==> src/rtl/core/scfe_pkg.sv <==
// Shared types and constants of the servo command frame encoder.
package scfe_pkg;

    localparam int MAX_RESULTS = 5;
    localparam int COUNT_W     = 3;
    localparam int QUEUE_DEPTH = 2;
    localparam int QPTR_W      = $clog2(QUEUE_DEPTH);
    localparam int QCNT_W      = $clog2(QUEUE_DEPTH + 1);

    localparam int CFG_IDX_W  = 3;
    localparam int CFG_DATA_W = 16;

    localparam logic [CFG_IDX_W-1:0] CFG_SET_CMD      = 3'd0;
    localparam logic [CFG_IDX_W-1:0] CFG_SETALL_CMD   = 3'd1;
    localparam logic [CFG_IDX_W-1:0] CFG_SET_LIMIT    = 3'd2;
    localparam logic [CFG_IDX_W-1:0] CFG_PULSE_BASE   = 3'd3;
    localparam logic [CFG_IDX_W-1:0] CFG_PACKED_LIMIT = 3'd4;

    localparam logic [7:0]  RST_SET_CMD      = 8'd128;
    localparam logic [7:0]  RST_SETALL_CMD   = 8'd129;
    localparam logic [13:0] RST_SET_LIMIT    = 14'd16383;
    localparam logic [15:0] RST_PULSE_BASE   = 16'd500;
    localparam logic [10:0] RST_PACKED_LIMIT = 11'd2047;

    typedef struct packed {
        logic        func;
        logic        first_of_frame;
        logic        last_of_frame;
        logic [15:0] value;
        logic [6:0]  first_servo;
        logic [6:0]  value_count;
    } in_item_t;

    typedef struct packed {
        logic [7:0] out_byte;
        logic       end_of_run;
        logic       frame_error;
    } out_item_t;

    typedef struct packed {
        logic [7:0]  set_command_byte;
        logic [7:0]  setall_command_byte;
        logic [13:0] set_value_limit;
        logic [15:0] pulse_base;
        logic [10:0] packed_value_limit;
    } cfg_t;

    typedef struct packed {
        logic [MAX_RESULTS-1:0][7:0] bytes;
        logic [COUNT_W-1:0]          count;
        logic                        err;
    } job_t;

endpackage

==> src/rtl/core/scfe_front.sv <==
// Front end: accepts input beats, tracks frame state and builds the byte job of each beat.
module scfe_front #(
    parameter int SERVO_COUNT = 18,
    parameter int FIELD_BITS  = 11
) (
    input  logic              aclk,
    input  logic              aresetn,
    input  scfe_pkg::cfg_t    cfg,
    input  logic              s_valid,
    output logic              s_ready,
    input  scfe_pkg::in_item_t s_data,
    input  logic              q_full,
    output logic              push,
    output scfe_pkg::job_t    push_job
);

    localparam int ACC_W = 6 + FIELD_BITS;
    localparam int NB_W  = 5;
    localparam logic [6:0]      SERVO_CNT = 7'(SERVO_COUNT);
    localparam logic [NB_W-1:0] FB        = NB_W'(FIELD_BITS);
    localparam logic [NB_W-1:0] ONE_BYTE  = NB_W'(7);
    localparam logic [NB_W-1:0] TWO_BYTES = NB_W'(14);
    localparam logic MODE_SET    = 1'b0;
    localparam logic MODE_SETALL = 1'b1;

    logic       mode_reg, mode_next;
    logic       drop_reg, drop_next;
    logic [5:0] left_bits_reg, left_bits_next;
    logic [2:0] left_cnt_reg, left_cnt_next;

    logic                   accept;
    logic                   first;
    logic                   last;
    logic                   eff_mode;
    logic                   mismatch;
    logic                   skip;
    logic [5:0]             lb;
    logic [2:0]             lc;
    logic [15:0]            set_val;
    logic [15:0]            diff;
    logic [15:0]            clamped;
    logic [FIELD_BITS-1:0]  field;
    logic [ACC_W-1:0]       acc;
    logic [ACC_W-1:0]       aligned;
    logic [ACC_W+6:0]       ext;
    logic [NB_W-1:0]        nbits;
    logic                   two;
    logic [2:0]             rem;
    logic [6:0]             pk0, pk1, pk2;
    logic [5:0]             new_left;
    logic [scfe_pkg::COUNT_W-1:0] n;
    scfe_pkg::job_t         job;

    assign s_ready = !q_full;
    assign accept  = s_valid && s_ready;
    assign first   = s_data.first_of_frame;
    assign last    = s_data.last_of_frame;

    always_comb begin
        eff_mode = first ? s_data.func : mode_reg;
        mismatch = first && (s_data.func == MODE_SETALL) && (s_data.value_count != SERVO_CNT);
        skip     = !first && drop_reg;
        lb       = (first && s_data.func == MODE_SETALL) ? 6'd0 : left_bits_reg;
        lc       = (first && s_data.func == MODE_SETALL) ? 3'd0 : left_cnt_reg;

        set_val = (s_data.value > {2'b00, cfg.set_value_limit}) ?
                  {2'b00, cfg.set_value_limit} : s_data.value;

        diff    = (s_data.value < cfg.pulse_base) ? 16'd0 : s_data.value - cfg.pulse_base;
        clamped = (diff > {5'd0, cfg.packed_value_limit}) ?
                  {5'd0, cfg.packed_value_limit} : diff;
        field   = FIELD_BITS'(clamped);
        acc     = {lb, field};
        nbits   = NB_W'(lc) + FB;
        two     = nbits >= TWO_BYTES;
        rem     = 3'(nbits - (two ? TWO_BYTES : ONE_BYTE));
        aligned = acc << (3'd6 - lc);
        ext     = {aligned, 7'd0};
        pk0     = ext[ACC_W+6 -: 7];
        pk1     = ext[ACC_W-1 -: 7];
        pk2     = ext[ACC_W-8 -: 7];
        new_left = acc[5:0] & ((6'd1 << rem) - 6'd1);
    end

    always_comb begin
        job = '0;
        n   = '0;
        if (mismatch) begin
            job.bytes[0] = 8'd0;
            job.err      = 1'b1;
            n            = 3'd1;
        end else if (eff_mode == MODE_SET) begin
            if (first) begin
                job.bytes[0] = cfg.set_command_byte;
                job.bytes[1] = {1'b0, s_data.first_servo};
                job.bytes[2] = {1'b0, s_data.value_count};
                n            = 3'd3;
            end
            job.bytes[n] = {1'b0, set_val[6:0]};
            n            = n + 3'd1;
            job.bytes[n] = {1'b0, set_val[13:7]};
            n            = n + 3'd1;
        end else begin
            if (first) begin
                job.bytes[0] = cfg.setall_command_byte;
                n            = 3'd1;
            end
            job.bytes[n] = {1'b0, pk0};
            n            = n + 3'd1;
            if (two) begin
                job.bytes[n] = {1'b0, pk1};
                n            = n + 3'd1;
            end
            if (last && rem != 3'd0) begin
                job.bytes[n] = {1'b0, (two ? pk2 : pk1)};
                n            = n + 3'd1;
            end
        end
        job.count = n;
    end

    assign push     = accept && !skip;
    assign push_job = job;

    always_comb begin
        mode_next      = mode_reg;
        drop_next      = drop_reg;
        left_bits_next = left_bits_reg;
        left_cnt_next  = left_cnt_reg;
        if (accept) begin
            if (first) begin
                mode_next = s_data.func;
                drop_next = 1'b0;
                if (s_data.func == MODE_SETALL) begin
                    left_bits_next = 6'd0;
                    left_cnt_next  = 3'd0;
                end
                if (mismatch) begin
                    drop_next = !last;
                end
            end else if (drop_reg && last) begin
                drop_next = 1'b0;
            end
            if (!mismatch && !skip && eff_mode == MODE_SETALL) begin
                if (last) begin
                    left_bits_next = 6'd0;
                    left_cnt_next  = 3'd0;
                end else begin
                    left_bits_next = new_left;
                    left_cnt_next  = rem;
                end
            end
        end
    end

    always_ff @(posedge aclk) begin
        if (!aresetn) begin
            mode_reg      <= MODE_SET;
            drop_reg      <= 1'b0;
            left_bits_reg <= 6'd0;
            left_cnt_reg  <= 3'd0;
        end else begin
            mode_reg      <= mode_next;
            drop_reg      <= drop_next;
            left_bits_reg <= left_bits_next;
            left_cnt_reg  <= left_cnt_next;
        end
    end

endmodule

==> src/rtl/core/scfe_queue.sv <==
// Short job queue between the front end and the byte serializer.
module scfe_queue (
    input  logic           aclk,
    input  logic           aresetn,
    input  logic           push,
    input  scfe_pkg::job_t push_job,
    input  logic           pop,
    output scfe_pkg::job_t head,
    output logic           empty,
    output logic           full
);

    scfe_pkg::job_t mem_reg [scfe_pkg::QUEUE_DEPTH];

    logic [scfe_pkg::QPTR_W-1:0] wr_ptr_reg, wr_ptr_next;
    logic [scfe_pkg::QPTR_W-1:0] rd_ptr_reg, rd_ptr_next;
    logic [scfe_pkg::QCNT_W-1:0] cnt_reg, cnt_next;
    logic                        do_push;
    logic                        do_pop;

    assign empty   = cnt_reg == '0;
    assign full    = cnt_reg == scfe_pkg::QCNT_W'(scfe_pkg::QUEUE_DEPTH);
    assign do_push = push && !full;
    assign do_pop  = pop && !empty;
    assign head    = mem_reg[rd_ptr_reg];

    always_comb begin
        wr_ptr_next = wr_ptr_reg;
        rd_ptr_next = rd_ptr_reg;
        cnt_next    = cnt_reg;
        if (do_push) begin
            wr_ptr_next = (wr_ptr_reg == scfe_pkg::QPTR_W'(scfe_pkg::QUEUE_DEPTH - 1)) ?
                          '0 : wr_ptr_reg + 1'b1;
        end
        if (do_pop) begin
            rd_ptr_next = (rd_ptr_reg == scfe_pkg::QPTR_W'(scfe_pkg::QUEUE_DEPTH - 1)) ?
                          '0 : rd_ptr_reg + 1'b1;
        end
        if (do_push && !do_pop) begin
            cnt_next = cnt_reg + 1'b1;
        end else if (do_pop && !do_push) begin
            cnt_next = cnt_reg - 1'b1;
        end
    end

    always_ff @(posedge aclk) begin
        if (do_push) begin
            mem_reg[wr_ptr_reg] <= push_job;
        end
    end

    always_ff @(posedge aclk) begin
        if (!aresetn) begin
            wr_ptr_reg <= '0;
            rd_ptr_reg <= '0;
            cnt_reg    <= '0;
        end else begin
            wr_ptr_reg <= wr_ptr_next;
            rd_ptr_reg <= rd_ptr_next;
            cnt_reg    <= cnt_next;
        end
    end

endmodule

==> src/rtl/core/scfe_back.sv <==
// Back end: sends job bytes through an output register, one beat per cycle unless stalled.
module scfe_back (
    input  logic                aclk,
    input  logic                aresetn,
    input  scfe_pkg::job_t      head,
    input  logic                empty,
    output logic                pop,
    output logic                m_valid,
    input  logic                m_ready,
    output scfe_pkg::out_item_t m_data
);

    logic [scfe_pkg::COUNT_W-1:0] idx_reg, idx_next;
    logic                         m_valid_reg, m_valid_next;
    scfe_pkg::out_item_t          m_data_reg, m_data_next;
    logic                         load;
    logic                         at_end;

    assign load   = !empty && (!m_valid_reg || m_ready);
    assign at_end = (idx_reg + 3'd1) == head.count;
    assign pop    = load && at_end;

    always_comb begin
        idx_next     = idx_reg;
        m_valid_next = m_valid_reg && !m_ready;
        m_data_next  = m_data_reg;
        if (load) begin
            m_valid_next            = 1'b1;
            m_data_next.out_byte    = head.bytes[idx_reg];
            m_data_next.end_of_run  = at_end;
            m_data_next.frame_error = head.err;
            idx_next                = at_end ? '0 : idx_reg + 3'd1;
        end
    end

    always_ff @(posedge aclk) begin
        if (!aresetn) begin
            idx_reg     <= '0;
            m_valid_reg <= 1'b0;
        end else begin
            idx_reg     <= idx_next;
            m_valid_reg <= m_valid_next;
        end
    end

    always_ff @(posedge aclk) begin
        m_data_reg <= m_data_next;
    end

    assign m_valid = m_valid_reg;
    assign m_data  = m_data_reg;

endmodule

==> src/rtl/core/servo_command_frame_encoder.sv <==
// Servo command frame encoder: each input beat carries one servo value and yields the
// frame bytes it causes, one output beat per byte, the last of them flagged end_of_run.
// The front end takes one input beat per cycle while the job queue is not full and turns
// it into a job of one to five bytes in that cycle; a two-entry job queue feeds the
// serializer, which sends one byte per cycle from its output register while m_ready
// allows. An item that opens a SET frame gives five bytes, other SET items two, SETALL
// items one to three, and a count-mismatch error beat one; items dropped from a bad
// frame give nothing. Registers are to be written by the user through the cfg port
// only while the block is idle; the block itself does not enforce this.
module servo_command_frame_encoder #(
    parameter int SERVO_COUNT = 18,
    parameter int FIELD_BITS  = 11
) (
    input  logic                                aclk,
    input  logic                                aresetn,
    input  logic                                s_valid,
    output logic                                s_ready,
    input  scfe_pkg::in_item_t                  s_data,
    output logic                                m_valid,
    input  logic                                m_ready,
    output scfe_pkg::out_item_t                 m_data,
    input  logic                                cfg_valid,
    output logic                                cfg_ready,
    input  logic [scfe_pkg::CFG_IDX_W-1:0]      cfg_index,
    input  logic [scfe_pkg::CFG_DATA_W-1:0]     cfg_wdata
);

    scfe_pkg::cfg_t cfg_reg, cfg_next;
    scfe_pkg::job_t push_job;
    scfe_pkg::job_t head;
    logic           push;
    logic           pop;
    logic           q_empty;
    logic           q_full;

    assign cfg_ready = 1'b1;

    always_comb begin
        cfg_next = cfg_reg;
        if (cfg_valid) begin
            unique case (cfg_index)
                scfe_pkg::CFG_SET_CMD: begin
                    cfg_next.set_command_byte = cfg_wdata[7:0];
                end
                scfe_pkg::CFG_SETALL_CMD: begin
                    cfg_next.setall_command_byte = cfg_wdata[7:0];
                end
                scfe_pkg::CFG_SET_LIMIT: begin
                    cfg_next.set_value_limit = cfg_wdata[13:0];
                end
                scfe_pkg::CFG_PULSE_BASE: begin
                    cfg_next.pulse_base = cfg_wdata[15:0];
                end
                scfe_pkg::CFG_PACKED_LIMIT: begin
                    cfg_next.packed_value_limit = cfg_wdata[10:0];
                end
                default: begin
                    cfg_next = cfg_reg;
                end
            endcase
        end
    end

    always_ff @(posedge aclk) begin
        if (!aresetn) begin
            cfg_reg.set_command_byte    <= scfe_pkg::RST_SET_CMD;
            cfg_reg.setall_command_byte <= scfe_pkg::RST_SETALL_CMD;
            cfg_reg.set_value_limit     <= scfe_pkg::RST_SET_LIMIT;
            cfg_reg.pulse_base          <= scfe_pkg::RST_PULSE_BASE;
            cfg_reg.packed_value_limit  <= scfe_pkg::RST_PACKED_LIMIT;
        end else begin
            cfg_reg <= cfg_next;
        end
    end

    scfe_front #(
        .SERVO_COUNT (SERVO_COUNT),
        .FIELD_BITS  (FIELD_BITS)
    ) u_front (
        .aclk     (aclk),
        .aresetn  (aresetn),
        .cfg      (cfg_reg),
        .s_valid  (s_valid),
        .s_ready  (s_ready),
        .s_data   (s_data),
        .q_full   (q_full),
        .push     (push),
        .push_job (push_job)
    );

    scfe_queue u_queue (
        .aclk     (aclk),
        .aresetn  (aresetn),
        .push     (push),
        .push_job (push_job),
        .pop      (pop),
        .head     (head),
        .empty    (q_empty),
        .full     (q_full)
    );

    scfe_back u_back (
        .aclk    (aclk),
        .aresetn (aresetn),
        .head    (head),
        .empty   (q_empty),
        .pop     (pop),
        .m_valid (m_valid),
        .m_ready (m_ready),
        .m_data  (m_data)
    );

endmodule

==> config.mk <==
export PLATFORM = sky130hd
export DESIGN_NAME = servo_command_frame_encoder
export DESIGN_NICKNAME = d
export VERILOG_FILES = /design/src/rtl/core/scfe_pkg.sv /design/src/rtl/core/scfe_front.sv /design/src/rtl/core/scfe_queue.sv /design/src/rtl/core/scfe_back.sv /design/src/rtl/core/servo_command_frame_encoder.sv
export SDC_FILE = /design/constraint.sdc
export NUM_CORES = 1
export LEC_CHECK = 0
export BUFFER_PORTS_ARGS = -buffer_cell sky130_fd_sc_hd__buf_2
export CORE_UTILIZATION = 62
export CTS_CLUSTER_SIZE = 25
export DETAILED_ROUTE_END_ITERATION = 10
export GPL_TIMING_DRIVEN = 1
export PLACE_DENSITY = 0.89
export SYNTH_ARGS = -nofsm -noshare
export SYNTH_HDL_FRONTEND = slang
export SYNTH_SLANG_ARGS = --single-unit
==> constraint.sdc <==
create_clock -name aclk -period 6 [get_ports aclk]
set_clock_uncertainty 0.05 [all_clocks]
set_input_delay 0.6 -clock aclk [delete_from_list [all_inputs] [get_ports aclk]]
set_output_delay 0.6 -clock aclk [all_outputs]
set_load 0.01 [all_outputs]
==> impl_metrics.json <==
{
  "final_nets": 1253,
  "synth-async-reset-ratio_pct": 0,
  "overflow": 0,
  "hold_path.class": "in2reg",
  "min_period_ns": 5.66,
  "end_kind": "flop",
  "slew_viol_final": 0,
  "clkTransAtPathRegs_ns": 0.08,
  "holdPathStages": 3,
  "place_congestion": 1.02,
  "port_buffers": 68,
  "final_common_cell": "nand2_1",
  "critical_path.max_fanout": 9,
  "post-route-util_pct": 71.6,
  "syn_nets": 1199,
  "synthFlopType": "edfxtp_1",
  "vias": 9288,
  "grt_pass1_wl_mm": 47.8,
  "area_growth_pct": 11.3,
  "drc": 0,
  "cts_sinks": 167,
  "path_cells": "ha_1 -> inv_1 -> fa_1 -> a211oi_2 -> o211ai_2 -> a41oi_2 -> a211o_1 -> nand2_1 -> nand2_1 -> inv_1 -> ha_1 -> a211oi_1 -> o21ai_0 -> o211ai_1 -> and3_1 -> nand2b_1 -> nand4_4 -> mux2_2 -> nor2_1 -> o311ai_0 -> o311ai_1 -> a221oi_1",
  "critPathSlowestCell": "a221oi_1",
  "fin_setup_tns_ns": 0,
  "startpoint_type": "flop",
  "arrival_ns": 5.79,
  "cts-buffers-inserted": 17,
  "cts-root-buf": "clkbuf_16",
  "final_cells": 1371,
  "path_delay_family": "compound AO/OA/AOI/OAI gates",
  "fin_crit_sh_pct": 94.3,
  "dp_hpwl_mm": 22.8,
  "rsz0062_at_grt": "false",
  "io_pins": 70,
  "worst-path-buf-inv": 2,
  "hold_viol_final": 0,
  "gr-usage-all-layers_pct": 36.4,
  "slowest_delay_ns": 0.57,
  "ys_types": 86,
  "wl_per_cell_um": 22.6,
  "ir_drop_mv": 0.234,
  "core_area_um2": 16100,
  "antenna_cells": 0,
  "synth-edff-count": 90,
  "dieArea_um2": 17200,
  "synth_cells": 1088,
  "ant_nets": 0,
  "drive_above_1_share_pct": 16.5,
  "syn_avg_cell_area_um2": 9.53,
  "mostFrequentLayoutCells": "nand2_1, edfxtp_1, dfxtp_1",
  "cap_violations": 0,
  "cts_hold_buf": 0,
  "fp.dieW_um": 131,
  "yosysSeqAreaShare_pct": 40.9,
  "viasPerCell": 6.77,
  "totalWireLength_mm": 31.0,
  "power_density_nw_per_um2": 310,
  "clk_latency_ns": 0.45,
  "grt_max_degree": 69,
  "clk_path_buf_depth": 2,
  "power.total_mw": 3.57,
  "largest_register_ffs": 80,
  "setup_slack_ns": 0.339,
  "cts_setup_buffers": 0,
  "leakage_nw": 4.61,
  "ys_seq_elements": 167,
  "die_y_um": 131,
  "path_class": "reg2reg",
  "relSlewSlack_pct": 18.5,
  "h-tree-depth": 4,
  "post-place-ws_ns": 0.0427,
  "rows": 46,
  "cp.depth": 22,
  "required_ns": 6.13,
  "worst_slew_pin_slew_ns": 1.22,
  "setup_viol": 0,
  "netlist_area_um2": 10400,
  "cts_tree": "yes",
  "status": "finished, final reports clean",
  "start_util_pct": 64.3,
  "grt_pass1_vias": 8674,
  "reg2reg_depth": 22,
  "dp_cells": 1339,
  "antenna_found_initial": 0,
  "drt_iter0_markers": 1114,
  "drtPass1Iterations": 6,
  "fmax_mhz": 177,
  "ys_warn_count": 0
}
==> final cells by class <==
| type | instances | area, um^2 |
|---|---|---|
| multi-input combinational | 801 | 5670 |
| fill | 1187 | 4580 |
| sequential | 167 | 4240 |
| timing repair buffer | 95 | 543 |
| clock buffer | 17 | 425 |
| tap | 216 | 270 |
| inverter | 60 | 225 |
| clock inverter | 15 | 154 |
==> synth_stat cells, types with 12 or more instances <==
cell,instances,share of area (%)
clkbuf_1,50,1.8
o211ai_1,44,3.2
nand3_1,24,1.2
inv_1,59,2.1
nand2_1,171,6.2
mux4_2,18,3.9
mux2i_1,34,3.3
nor3_1,13,0.63
a21boi_0,23,1.7
nor2_1,66,2.4
o21ai_0,34,1.6
dfxtp_1,77,15
a21oi_1,65,3.1
a221oi_1,15,1.3
mux2_2,20,2.2
edfxtp_1,90,26
ha_1,53,6.4
xnor2_1,15,1.3
a31oi_1,12,0.72
==> tightest hold or removal path: stages <==
cell	delay [ns]
buf_2	0.09
nand2_1	0.04
o211ai_1	0.07
==> layer usage <==
metal / up-vias / global-route usage (%) / routed length [um]
met2: 647 / 60.8 / 14800
met5: - / 0 / 0
met1: 4349 / 43.9 / 11400
met3: 129 / 7.99 / 3120
met4: 0 / 19.1 / 1670
li1: 4163 / - / -
==> path summary, 6_finish.rpt <==
check                           startpoint                                to  slack (ns)
setup reg to reg  cfg_reg[11]$_SDFFE_PN0P_  u_queue.mem_reg[1][18]$_DFFE_PP_        0.34
hold / removal               cfg_wdata[12]          cfg_reg[39]$_SDFFE_PN1P_        0.33
hold reg to reg   cfg_reg[26]$_SDFFE_PN0P_          cfg_reg[26]$_SDFFE_PN0P_        0.41
setup / recovery  cfg_reg[11]$_SDFFE_PN0P_  u_queue.mem_reg[1][18]$_DFFE_PP_        0.34
==> logic make-up after synthesis <==
family	after synthesis	synth area share, %
buffers and inverters	120	4.65
adder cells (fa/ha/maj)	54	6.59
XOR/XNOR	25	2.19
AND/OR/NAND/NOR	340	14.7
AO/OA/AOI/OAI	307	21.2
other	1	0.0362
multiplexers	74	9.72
flip-flops	167	40.9
==> through the flow <==
step / hold slack (ns) / cell area, um^2
2_1_floorplan: 0.386 / 10400
3_3_place_gp: 0.394 / 10900
3_5_place_dp: 0.396 / 10900
4_1_cts: 0.342 / 11500
5_1_grt: 0.359 / 11500
6_report: 0.334 / 11500
==> where the power goes <==
part / switching, mW / total [mW] / leakage, nW / internal, mW
Sequential: 0.0981 / 1.52 / 1.48 / 1.42
Combinational: 0.578 / 0.970 / 2.85 / 0.392
Clock: 0.529 / 1.08 / 0.274 / 0.555
==> timing repair <==
item	CTS	global route
gates resized for setup	0	1
setup endpoints to repair	0	2
endpoints found under the hold margin	0	0
(Power assumes the default switching activity.)
